<file path="config.mk">
export PLATFORM = sky130hd
export DESIGN_NAME = mail_text_unwrapper
export DESIGN_NICKNAME = d
export VERILOG_FILES = /design/src/rtl/muw_pkg.sv /design/src/rtl/muw_front.sv /design/src/rtl/muw_queue.sv /design/src/rtl/muw_back.sv /design/src/rtl/mail_text_unwrapper.sv
export SDC_FILE = /design/constraint.sdc
export NUM_CORES = 1
export LEC_CHECK = 0
export ABC_AREA = 1
export BUFFER_PORTS_ARGS = -buffer_cell sky130_fd_sc_hd__buf_2
export CAP_MARGIN = 25
export CORE_MARGIN = 3
export CORE_UTILIZATION = 63
export DETAILED_ROUTE_END_ITERATION = 7
export PLACE_DENSITY = 0.78
export SLEW_MARGIN = 40
export SYNTH_ARGS = -nofsm -noshare
export SYNTH_HDL_FRONTEND = slang
export SYNTH_HIERARCHICAL = 1
export SYNTH_SLANG_ARGS = --single-unit
</file>
<file path="constraint.sdc">
create_clock -name clk_i -period 5 [get_ports clk_i]
set_input_delay 0.25 -clock clk_i [delete_from_list [all_inputs] [get_ports clk_i]]
set_output_delay 0.25 -clock clk_i [all_outputs]
set_load 0.05 [all_outputs]
</file>
<file path="src/rtl/muw_pkg.sv">
// shared types and constants for the mail text unwrapper
package muw_pkg;

  // quote depth field width, wide enough for the largest supported depth
  localparam int unsigned QD_W = 6;

  localparam logic [7:0] CH_LF    = 8'd10;
  localparam logic [7:0] CH_TAB   = 8'd9;
  localparam logic [7:0] CH_SPACE = 8'd32;
  localparam logic [7:0] CNT_TOP  = 8'd255;

  localparam int unsigned CFG_IDX_W = 3;
  localparam logic [CFG_IDX_W-1:0] CFG_QUOTE_CHAR  = 3'd0;
  localparam logic [CFG_IDX_W-1:0] CFG_TAB_FOR_GAP = 3'd1;
  localparam logic [CFG_IDX_W-1:0] CFG_INDENT_LIM  = 3'd2;
  localparam logic [CFG_IDX_W-1:0] CFG_SHORT_LIM   = 3'd3;
  localparam logic [CFG_IDX_W-1:0] CFG_GAP_LIM     = 3'd4;

  typedef struct packed {
    logic [7:0] char_in;
    logic       end_of_text;
  } in_item_t;

  typedef struct packed {
    logic [7:0] char_out;
    logic       last_of_run;
  } out_item_t;

  typedef struct packed {
    logic [7:0] quote_char;
    logic       tab_for_gaps;
    logic [7:0] indent_limit;
    logic [7:0] short_line_limit;
    logic [7:0] gap_limit;
  } cfg_t;

  // one queued command: optional lead byte, a run of quote bytes, then the main byte
  typedef struct packed {
    logic            pre_v;
    logic [7:0]      pre_c;
    logic [QD_W-1:0] qcnt;
    logic [7:0]      main_c;
  } cmd_t;

  typedef struct packed {
    logic       full;
    logic [1:0] count;
  } q_status_t;

  typedef enum logic {
    PH_PRE,
    PH_QUOTE
  } ph_e;

endpackage

</file>
<file path="src/rtl/muw_front.sv">
// front end: classifies each input byte, tracks line state, issues commands
module muw_front #(
  parameter int unsigned MaxQuoteDepth = 15
) (
  input  logic             clk_i,
  input  logic             rst_ni,
  input  logic             accept_i,
  input  muw_pkg::in_item_t item_i,
  input  muw_pkg::cfg_t    cfg_i,
  output logic             push_o,
  output muw_pkg::cmd_t    cmd_o
);
  import muw_pkg::*;

  localparam logic [QD_W-1:0] QdTop = QD_W'(MaxQuoteDepth);

  logic [7:0]      len_q, len_d;
  logic [7:0]      ind_q, ind_d;
  logic [QD_W-1:0] qd_q, qd_d;
  logic            lkb_q, lkb_d;
  logic [7:0]      pind_q, pind_d;
  logic [QD_W-1:0] pqd_q, pqd_d;
  logic            pkb_q, pkb_d;
  logic            start_q, start_d;
  logic [7:0]      ps_q, ps_d;

  logic            keep;
  logic [QD_W-1:0] qadd;
  logic            add_one;
  logic [8:0]      len_sum;
  logic [7:0]      len1;
  logic [7:0]      len2;
  logic [7:0]      c;

  assign c = item_i.char_in;

  always_comb begin
    len_d   = len_q;
    ind_d   = ind_q;
    qd_d    = qd_q;
    lkb_d   = lkb_q;
    pind_d  = pind_q;
    pqd_d   = pqd_q;
    pkb_d   = pkb_q;
    start_d = start_q;
    ps_d    = ps_q;
    push_o  = 1'b0;
    cmd_o   = '0;
    keep    = 1'b0;
    qadd    = '0;
    add_one = 1'b0;
    len_sum = '0;
    len1    = '0;
    len2    = '0;

    if (accept_i) begin
      priority if (c == CH_LF) begin
        keep = lkb_q || (ind_q > cfg_i.indent_limit) || (len_q < cfg_i.short_line_limit);
        push_o       = 1'b1;
        cmd_o.pre_v  = keep && (len_q == 8'd0) && !pkb_q;
        cmd_o.pre_c  = CH_LF;
        cmd_o.main_c = keep ? CH_LF : CH_SPACE;
        pind_d  = ind_q;
        pqd_d   = qd_q;
        pkb_d   = keep;
        len_d   = '0;
        ind_d   = '0;
        qd_d    = '0;
        lkb_d   = 1'b0;
        start_d = 1'b1;
        ps_d    = '0;
      end else if (c == CH_SPACE) begin
        if (start_q) ind_d = (ind_q == CNT_TOP) ? CNT_TOP : ind_q + 8'd1;
        else         ps_d  = (ps_q == CNT_TOP) ? CNT_TOP : ps_q + 8'd1;
      end else if (start_q && c == cfg_i.quote_char) begin
        qd_d = (qd_q >= QdTop) ? QdTop : qd_q + QD_W'(1);
      end else begin
        push_o       = 1'b1;
        cmd_o.main_c = c;
        if (!start_q) begin
          if (ps_q > cfg_i.gap_limit && cfg_i.tab_for_gaps) begin
            cmd_o.pre_v = 1'b1;
            cmd_o.pre_c = CH_TAB;
            lkb_d       = 1'b1;
          end else if (ps_q != 8'd0) begin
            cmd_o.pre_v = 1'b1;
            cmd_o.pre_c = CH_SPACE;
            add_one     = 1'b1;
          end
        end else if ((ind_q > pind_q || qd_q != pqd_q) && !pkb_q) begin
          cmd_o.pre_v = 1'b1;
          cmd_o.pre_c = CH_LF;
          cmd_o.qcnt  = qd_q;
          qadd        = qd_q;
        end else if (qd_q != '0 && pkb_q) begin
          cmd_o.qcnt = qd_q;
          qadd       = qd_q;
        end
        // quote run (or one space) first, then the byte itself, each saturating
        len_sum = {1'b0, len_q} + {{(9-QD_W){1'b0}}, qadd} + {8'd0, add_one};
        len1    = len_sum[8] ? CNT_TOP : len_sum[7:0];
        len2    = (len1 == CNT_TOP) ? CNT_TOP : len1 + 8'd1;
        len_d   = len2;
        start_d = 1'b0;
        ps_d    = '0;
      end

      if (item_i.end_of_text) begin
        len_d   = '0;
        ind_d   = '0;
        qd_d    = '0;
        lkb_d   = 1'b0;
        pind_d  = '0;
        pqd_d   = '0;
        pkb_d   = 1'b1;
        start_d = 1'b1;
        ps_d    = '0;
      end
    end
  end

  always_ff @(posedge clk_i or negedge rst_ni) begin
    if (!rst_ni) begin
      len_q   <= '0;
      ind_q   <= '0;
      qd_q    <= '0;
      lkb_q   <= 1'b0;
      pind_q  <= '0;
      pqd_q   <= '0;
      pkb_q   <= 1'b1;
      start_q <= 1'b1;
      ps_q    <= '0;
    end else begin
      len_q   <= len_d;
      ind_q   <= ind_d;
      qd_q    <= qd_d;
      lkb_q   <= lkb_d;
      pind_q  <= pind_d;
      pqd_q   <= pqd_d;
      pkb_q   <= pkb_d;
      start_q <= start_d;
      ps_q    <= ps_d;
    end
  end

endmodule

</file>
<file path="src/rtl/muw_queue.sv">
// two-entry command queue between front and back
module muw_queue (
  input  logic                clk_i,
  input  logic                rst_ni,
  input  logic                push_i,
  input  muw_pkg::cmd_t       cmd_i,
  input  logic                pop_i,
  output logic                head_v_o,
  output muw_pkg::cmd_t       head_o,
  output muw_pkg::q_status_t  status_o
);
  import muw_pkg::*;

  cmd_t       mem_q [2];
  logic       wr_q, wr_d;
  logic       rd_q, rd_d;
  logic [1:0] cnt_q, cnt_d;

  assign head_v_o        = (cnt_q != 2'd0);
  assign head_o          = mem_q[rd_q];
  assign status_o.full   = (cnt_q == 2'd2);
  assign status_o.count  = cnt_q;

  always_comb begin
    wr_d  = push_i ? ~wr_q : wr_q;
    rd_d  = pop_i  ? ~rd_q : rd_q;
    cnt_d = cnt_q + {1'b0, push_i} - {1'b0, pop_i};
  end

  always_ff @(posedge clk_i) begin
    if (push_i) mem_q[wr_q] <= cmd_i;
  end

  always_ff @(posedge clk_i or negedge rst_ni) begin
    if (!rst_ni) begin
      wr_q  <= 1'b0;
      rd_q  <= 1'b0;
      cnt_q <= '0;
    end else begin
      wr_q  <= wr_d;
      rd_q  <= rd_d;
      cnt_q <= cnt_d;
    end
  end

endmodule

</file>
<file path="src/rtl/muw_back.sv">
// back end: expands each queued command into output bytes, one per cycle while the output is not stalled
module muw_back (
  input  logic              clk_i,
  input  logic              rst_ni,
  input  logic              head_v_i,
  input  muw_pkg::cmd_t     head_i,
  input  logic [7:0]        quote_char_i,
  output logic              pop_o,
  output logic              out_valid_o,
  input  logic              out_ready_i,
  output muw_pkg::out_item_t out_data_o
);
  import muw_pkg::*;

  ph_e             ph_q, ph_d;
  logic [QD_W-1:0] qidx_q, qidx_d;
  logic            ov_q, ov_d;
  out_item_t       od_q, od_d;

  logic emit;
  logic sel_pre;
  logic sel_quote;

  assign emit = head_v_i && (!ov_q || out_ready_i);

  // output selection
  always_comb begin
    sel_pre   = (ph_q == PH_PRE) && head_i.pre_v;
    sel_quote = !sel_pre && (qidx_q < head_i.qcnt);
    pop_o     = emit && !sel_pre && !sel_quote;
    od_d      = od_q;
    if (emit) begin
      priority if (sel_pre) begin
        od_d.char_out    = head_i.pre_c;
        od_d.last_of_run = 1'b0;
      end else if (sel_quote) begin
        od_d.char_out    = quote_char_i;
        od_d.last_of_run = 1'b0;
      end else begin
        od_d.char_out    = head_i.main_c;
        od_d.last_of_run = 1'b1;
      end
    end
    ov_d = emit ? 1'b1 : (out_ready_i ? 1'b0 : ov_q);
  end

  // phase sequencing
  always_comb begin
    ph_d   = ph_q;
    qidx_d = qidx_q;
    if (emit) begin
      priority if (sel_pre) begin
        ph_d = PH_QUOTE;
      end else if (sel_quote) begin
        ph_d   = PH_QUOTE;
        qidx_d = qidx_q + QD_W'(1);
      end else begin
        ph_d   = PH_PRE;
        qidx_d = '0;
      end
    end
  end

  assign out_valid_o = ov_q;
  assign out_data_o  = od_q;

  always_ff @(posedge clk_i) begin
    od_q <= od_d;
  end

  always_ff @(posedge clk_i or negedge rst_ni) begin
    if (!rst_ni) begin
      ph_q   <= PH_PRE;
      qidx_q <= '0;
      ov_q   <= 1'b0;
    end else begin
      ph_q   <= ph_d;
      qidx_q <= qidx_d;
      ov_q   <= ov_d;
    end
  end

endmodule

</file>
<file path="src/rtl/mail_text_unwrapper.sv">
// top level of the mail text unwrapper: config registers, front, queue, back
//
//  channel  dir  handshake            payload
//  in       in   in_valid/in_ready    char_in, end_of_text
//  out      out  out_valid/out_ready  char_out, last_of_run
//  cfg      in   cfg_valid/cfg_ready  cfg_index (3b), cfg_data (8b)
//
// the front takes one item per cycle while the two-entry command queue has room
// the back puts out one byte per cycle unless the output stalls, 1 to MaxQuoteDepth+2
// bytes per item, so the sustained rate is set by the output byte count of each item
// an item that produces no byte (space, quote marker) only updates line state
// reset is asynchronous and restores line state and register defaults
// a stalled output holds its byte; the queue lets the front keep going until it fills
module mail_text_unwrapper #(
  parameter int unsigned MaxQuoteDepth = 15
) (
  input  logic                         clk_i,
  input  logic                         rst_ni,
  input  logic                         in_valid_i,
  output logic                         in_ready_o,
  input  muw_pkg::in_item_t            in_data_i,
  output logic                         out_valid_o,
  input  logic                         out_ready_i,
  output muw_pkg::out_item_t           out_data_o,
  input  logic                         cfg_valid_i,
  output logic                         cfg_ready_o,
  input  logic [muw_pkg::CFG_IDX_W-1:0] cfg_index_i,
  input  logic [7:0]                   cfg_data_i
);
  import muw_pkg::*;

  cfg_t      cfg_q, cfg_d;
  logic      in_accept;
  logic      q_push;
  cmd_t      q_cmd;
  logic      q_pop;
  logic      head_v;
  cmd_t      head;
  q_status_t q_st;

  assign cfg_ready_o = 1'b1;
  assign in_ready_o  = !q_st.full;
  assign in_accept   = in_valid_i && in_ready_o;

  always_comb begin
    cfg_d = cfg_q;
    if (cfg_valid_i) begin
      unique case (cfg_index_i)
        CFG_QUOTE_CHAR:  cfg_d.quote_char       = cfg_data_i;
        CFG_TAB_FOR_GAP: cfg_d.tab_for_gaps     = cfg_data_i[0];
        CFG_INDENT_LIM:  cfg_d.indent_limit     = cfg_data_i;
        CFG_SHORT_LIM:   cfg_d.short_line_limit = cfg_data_i;
        CFG_GAP_LIM:     cfg_d.gap_limit        = cfg_data_i;
        default: ;
      endcase
    end
  end

  always_ff @(posedge clk_i or negedge rst_ni) begin
    if (!rst_ni) begin
      cfg_q.quote_char       <= 8'd62;
      cfg_q.tab_for_gaps     <= 1'b1;
      cfg_q.indent_limit     <= 8'd20;
      cfg_q.short_line_limit <= 8'd40;
      cfg_q.gap_limit        <= 8'd4;
    end else begin
      cfg_q <= cfg_d;
    end
  end

  muw_front #(
    .MaxQuoteDepth(MaxQuoteDepth)
  ) u_front (
    .clk_i   (clk_i),
    .rst_ni  (rst_ni),
    .accept_i(in_accept),
    .item_i  (in_data_i),
    .cfg_i   (cfg_q),
    .push_o  (q_push),
    .cmd_o   (q_cmd)
  );

  muw_queue u_queue (
    .clk_i   (clk_i),
    .rst_ni  (rst_ni),
    .push_i  (q_push),
    .cmd_i   (q_cmd),
    .pop_i   (q_pop),
    .head_v_o(head_v),
    .head_o  (head),
    .status_o(q_st)
  );

  muw_back u_back (
    .clk_i       (clk_i),
    .rst_ni      (rst_ni),
    .head_v_i    (head_v),
    .head_i      (head),
    .quote_char_i(cfg_q.quote_char),
    .pop_o       (q_pop),
    .out_valid_o (out_valid_o),
    .out_ready_i (out_ready_i),
    .out_data_o  (out_data_o)
  );

  // queue never holds more than two commands
  a_q_count: assert property (@(posedge clk_i) disable iff (!rst_ni)
    q_st.count != 2'd3)
    else $error("command queue count out of range");

  // no push lands on a full queue
  a_no_overflow: assert property (@(posedge clk_i) disable iff (!rst_ni)
    !(q_push && q_st.full))
    else $error("push into full command queue");

  // retiring a command always shows its final byte next cycle
  a_pop_last: assert property (@(posedge clk_i) disable iff (!rst_ni)
    q_pop |=> (out_valid_o && out_data_o.last_of_run))
    else $error("command retired without its final byte");

  // an empty queue means nothing new can be emitted
  a_idle_pop: assert property (@(posedge clk_i) disable iff (!rst_ni)
    (q_st.count == 2'd0) |-> !q_pop)
    else $error("pop from empty command queue");

endmodule
</file>
# After elaboration in Yosys (flattened, before gate mapping)
# Memory sizes are Yosys's and may differ from the RTL's.
# Index checks and enable logic that the tools add are counted.
# totals
memories	1
romBits	0
input_bits	25
ram_bits	46
elab_cells	179
reg_bits	101
output_inout_bits	12
latch_bits	0
# memory_table
name	words	width	rd	rd_ports_with_merged_regs	wr	line	rtl
u_queue.mem_q	2	23	1	0	1	muw_queue.sv:14	cmd_t mem_q [2];
# classes
addsub	9
magnitude_cmp	6
multipliers	0
n_div	0
shifts	0
n_eq_ne	17
bitwise_logic	4
mux	76
n_reduce_logical	44
# ops
op	count
$mux W8	20
$mux W6	17
$mux W23	3
$mux W9	7
$mux W1	29
$add A8 B1 Y8 const B	3
$eq A8 B8 Y1 const B	3
$gt A8 B8 Y1	3
$reduce_and A2 Y1	7
$add A6 B1 Y6 const B	2
$logic_and A1 B1 Y1	12
$reduce_and A3 Y1	4
$reduce_bool A3 Y1	4
$add A8 B6 Y9	1
$add A9 B1 Y9	1
$eq A8 B4 Y1 const B	1
$eq A8 B6 Y1 const B	1
$eq A8 B8 Y1	1
$logic_not A8 Y1	1
$lt A8 B8 Y1	1
$reduce_bool A8 Y1	1
$eq A3 B2 Y1 const B	2
$ge A6 B4 Y1 const B	1
$lt A6 B6 Y1	1
other kinds (17)	30

# Logic depth before layout (Yosys ltp)
# depth
word_depth	18
ltp_mapped	31
ltp_nobuf	31

# Modules after synthesis
# The synthesis kept the hierarchy.
# by_module_without_submodules
mod	instances	seq_area_each_um2	cells_per_inst	area_each_um2
muw_front	1	1178.6	632	4476.8
muw_queue	1	1481.4	145	1964.4
mail_text_unwrapper	1	839.6	159	1386.3
muw_back	1	470.5	120	1066.0

# Worst setup path after synthesis
# Ideal clock, no wire load.
# synth_timing
kind	reg-to-reg
startpoint	reg u_front.ind_q[1]
endpoint	reg u_front.len_q[4]
arrival_ps	3421
t_required_ps	4884
stages_incl_launch_ff	31
setup_slack_ps	1462
path_cell_list	dfrtp_1 > ha_1 > inv_1 > nor2_1 > o21ai_0 > nand2_1 > nand2_1 > nand2_1 > nand2_1 > nand2_1 > nand2_1 > nand2_1 > nand3_1 > inv_1 > fa_1 > fa_1 > nand2_1 > nand2_2 > nand3_4 > nand2_4 > inv_2 > nand2_1 > ha_1 > nand2_2 > inv_1 > nand2_1 > nand2_1 > o21ai_0 > nand2_1 > nand2_1 > nand2_1
# synth_between
elab_chain_len	18
word_cells_on_any_way	19
cone_classes	add/sub (3); order compare (1); eq/ne (1); mux (12); reduce/logical (2)
# synth_rtl
element	line	rtl
start: declaration	muw_front.sv:18	logic [7:0] ind_q, ind_d;
start signal: assignment	muw_front.sv:135	ind_q <= ind_d;
$gt A8 B8 Y1 *	muw_front.sv:90	end else if ((ind_q > pind_q || qd_q != pqd_q) && !pkb_q) begin
$logic_or A1 B1 Y1 *	muw_front.sv:90	
$logic_and A1 B1 Y1 *	muw_front.sv:90	
$mux W6 *	muw_front.sv:90	
$mux W6 *	muw_front.sv:80	if (!start_q) begin
$mux W6 *	muw_front.sv:75	end else if (start_q && c == cfg_i.quote_char) begin
$mux W6 *	muw_front.sv:72	end else if (c == CH_SPACE) begin
$mux W6 *	muw_front.sv:57	priority if (c == CH_LF) begin
[2 not listed]	--	
$add A9 B1 Y9 *	muw_front.sv:100	len_sum = {1'b0, len_q} + {{(9-QD_W){1'b0}}, qadd} + {8'd0, add_one};
$mux W8 *	muw_front.sv:101	len1 = len_sum[8] ? CNT_TOP : len_sum[7:0];
$add A8 B1 Y8 or $eq A8 B8 Y1 (tied branches)	muw_front.sv:102	len2 = (len1 == CNT_TOP) ? CNT_TOP : len1 + 8'd1;
$mux W8 *	muw_front.sv:102	
$mux W8 *	muw_front.sv:75	
$mux W8 *	muw_front.sv:72	
$mux W8 *	muw_front.sv:57	
$mux W8 *	muw_front.sv:108	if (item_i.end_of_text) begin
end signal: assignment	muw_front.sv:134	len_q <= len_d;
end: declaration	muw_front.sv:17	logic [7:0] len_q, len_d;
# Mark *: on every way between the ends. The rest lies on a longest branch, timed or not. The select of a mux whose other input is x is not followed.
# A chain may end at the register's enable or synchronous reset.

# Worst setup path after layout
# Ends and elaborated chain as after synthesis.

==> qor.yml <==
num_rows: 42
r2r-start: "u_front/ind_q[1]"
critical_path_class: "register to register"
ant_nets: 0
synth_edf_count: 55
synth.yosys.seq_area_share: 0.446
routed_wl_um: 19800
clkLatencyLatePin_ns: 0.43
start_kind: "register"
drive_gt1_frac: 0.171
setup_ws_ns: 0.971
diodes: 0
syn_avg_cell_area_sq_um: 8.42
io_buffers: 35
synthArstFlopShare: 0.626
drc: 0
die_h_um: 125
grt_pass1_vias: 6912
initial_utilization: 0.659
clock-sinks: 147
slowest_delay_ns: 0.45
fin_crit_sh: 0.806
hold_viol: 0
track_usage: 0.263
vias_per_cell: 5.50
power_density_nw_per_um2: 440
rsz0062_at_grt: "no"
cts_tree: "done"
die-width_um: 125
clock.fmax_mhz: 248
cts_root_buf: "clkbuf_16"
pin_count: 37
crit_start: "u_front/ind_q[1]"
die_area_sq_um: 15600
core_area_sq_um: 13500
synth_seq_cells: 147
slew_viol_final: 0
drt-wirelength-per-cell_um: 15.4
worstMarginPinSlew_ns: 0.805
place_ws_ns: 1.08
firstDrtPassIters: 5
clk_pin_slew_ns: 0.06
hold-worst-slack_ns: 0.0756
post_cts_buffers: 0
cts-buffers-inserted: 17
period_minus_slack_ns: 4.03
cts_max_level: 4
clk_path_buf_depth: 2
crit_path_end_kind: "register"
leakagePower_nw: 4.96
drtIter0Drc: 513
yosys_warnings: 6
fin_tns_setup_ns: 0
fin_skew_ns: 0.00753
vias: 7072
yosysUniqueCellTypes: 54
grt-ovfl-total: 0
status: "finished clean"
netlist_area_sq_um: 8890
gp_congestion: 0.956
cap_violations: 0
cp.required_ns: 5.32
arrival_ns: 4.35
setup_viol: 0
cts_resized: 0
critical_path.max_fanout: 6
hold_start: "cfg_data_i[5]"
syn_to_final_growth_pct: 9.82
critPathSlowestCell: "fa_1"
final_nets: 1174
syn_inst: 1056
grt_max_degree: 49
ys.flop_type: "dfrtp_1"
dp_hpwl_um: 14200
ir_drop_mv: 0.332
slew_headroom: 0.462
grt_pass1_wl_um: 33200
hold_path.class: "input port to register"
cp_common_cell: "nand2_1"
antenna_found_initial: 0
## cell families (layout without fill, tap and decap cells)
group           Yosys count  count (layout)  synth area share
xor+xnor                 17              17            0.0167
simple gates            525             525             0.276
other cells               2               5          0.000844
compound gates          113             113            0.0903
fa+ha+maj                52              52            0.0748
buf+inv                 200             251            0.0951
flops                   147             147             0.446
## metrics by stage
step	utilization	instance area, sq um	std cells	power, mW
floorplan	-	8900	1059	2.76
global placement	0.678	9160	1253	3.00
detailed placement	0.679	9160	1253	3.05
CTS	0.723	9760	1286	4.31
global route	0.723	9770	1286	4.54
finish	0.723	9770	1286	4.30
## placed cells by master, fill, tap and decap left out, types with 6 or more instances in the layout
cell type	instances
buf_2	34
nand2_4	7
nand2_2	24
ha_1	50
clkbuf_16	18
nand2_1	284
dfstp_2	13
o21ai_1	8
o21ai_0	24
edfxtp_1	55
inv_2	12
a21oi_1	25
xor2_1	12
inv_1	165
dfrtp_1	79
nor2_1	72
o22ai_2	10
nand4_1	14
nor3_1	6
o21ai_2	18
nand3_1	83
nor2_4	7
o22ai_1	12
## layout make-up
class,instances,area (sq um)
timing repair buffer,39,210
clock inverter,13,123
inverter,180,679
tap,176,220
multi-input combinational,712,4100
fill,1017,3740
sequential,147,3970
clock buffer,19,464
## sequential cells by signal, indices dropped and copies added (netlist names)
register            count
u_front/len_q           8
u_queue/rd_q            1
u_back/out_data_o       9
u_queue/mem_q          46
u_front/qd_q            6
u_queue/wr_q            1
u_front/pqd_q           6
u_back/out_valid_o      1
u_front/start_q         1
u_front/ps_q            8
u_back/ph_q             1
cfg_q                  33
u_back/qidx_q           6
u_front/ind_q           8
u_front/lkb_q           1
u_queue/cnt_q           2
u_front/pind_q          8
u_front/pkb_q           1
## where the power goes
group / total, mW / internal, mW / switching, mW / leakage [nW]
registers: 1.70 / 1.55 / 0.151 / 1.71
clock network: 1.25 / 0.732 / 0.518 / 0.281
logic: 1.34 / 0.390 / 0.954 / 2.97
total: 4.30 / 2.68 / 1.62 / 4.96
## routing by layer
metal	global-route usage	up-vias	part of all wire
met5	0	-	0
met4	0.0759	0	0.012
li1	-	3473	-
met2	0.429	218	0.49
met3	0.0613	25	0.058
met1	0.355	3356	0.44
## synth_stat cells (8+ instances only)
cell	count	area [sq um]
nand2_1	284	1070
inv_1	166	623
nand3_1	83	415
dfrtp_1	79	1980
nor2_1	74	278
edfxtp_1	55	1650
ha_1	50	626
a21oi_1	25	125
nand2_2	24	150
o21ai_0	24	120
o21ai_2	18	158
nand4_1	14	87.6
dfstp_2	13	342
o22ai_1	12	75.1
xor2_1	12	105
inv_2	11	41.3
o22ai_2	10	125
buf_4	9	67.6
o21ai_1	8	40.0
## critical path, delay by kind of cell, from the launching register on
family	cells	cell delay, ns
compound gates	2	0.21
fa+ha+maj	4	1.43
buf+inv	4	0.31
flops	1	0.42
simple gates	20	1.56
## path summary, 6_finish.rpt
check,end,slack [ns],cells after the start
worst min register to register,cfg_q[2],0.46,2
worst min-delay path,cfg_q[13],0.08,3
worst max register to register,u_front/len_q[4],0.97,30
worst max-delay path,u_front/len_q[4],0.97,30
max in group asynchronous,u_queue/rd_q,3.56,3
min in group asynchronous,u_front/pind_q[5],0.37,2
## what timing repair did
action / CTS / global route
hold buffers: 1 / 0
endpoints found under the setup margin: 0 / 0
endpoints found under the hold margin: 34 / 0
No activity file was read; power rests on OpenSTA's default activity.
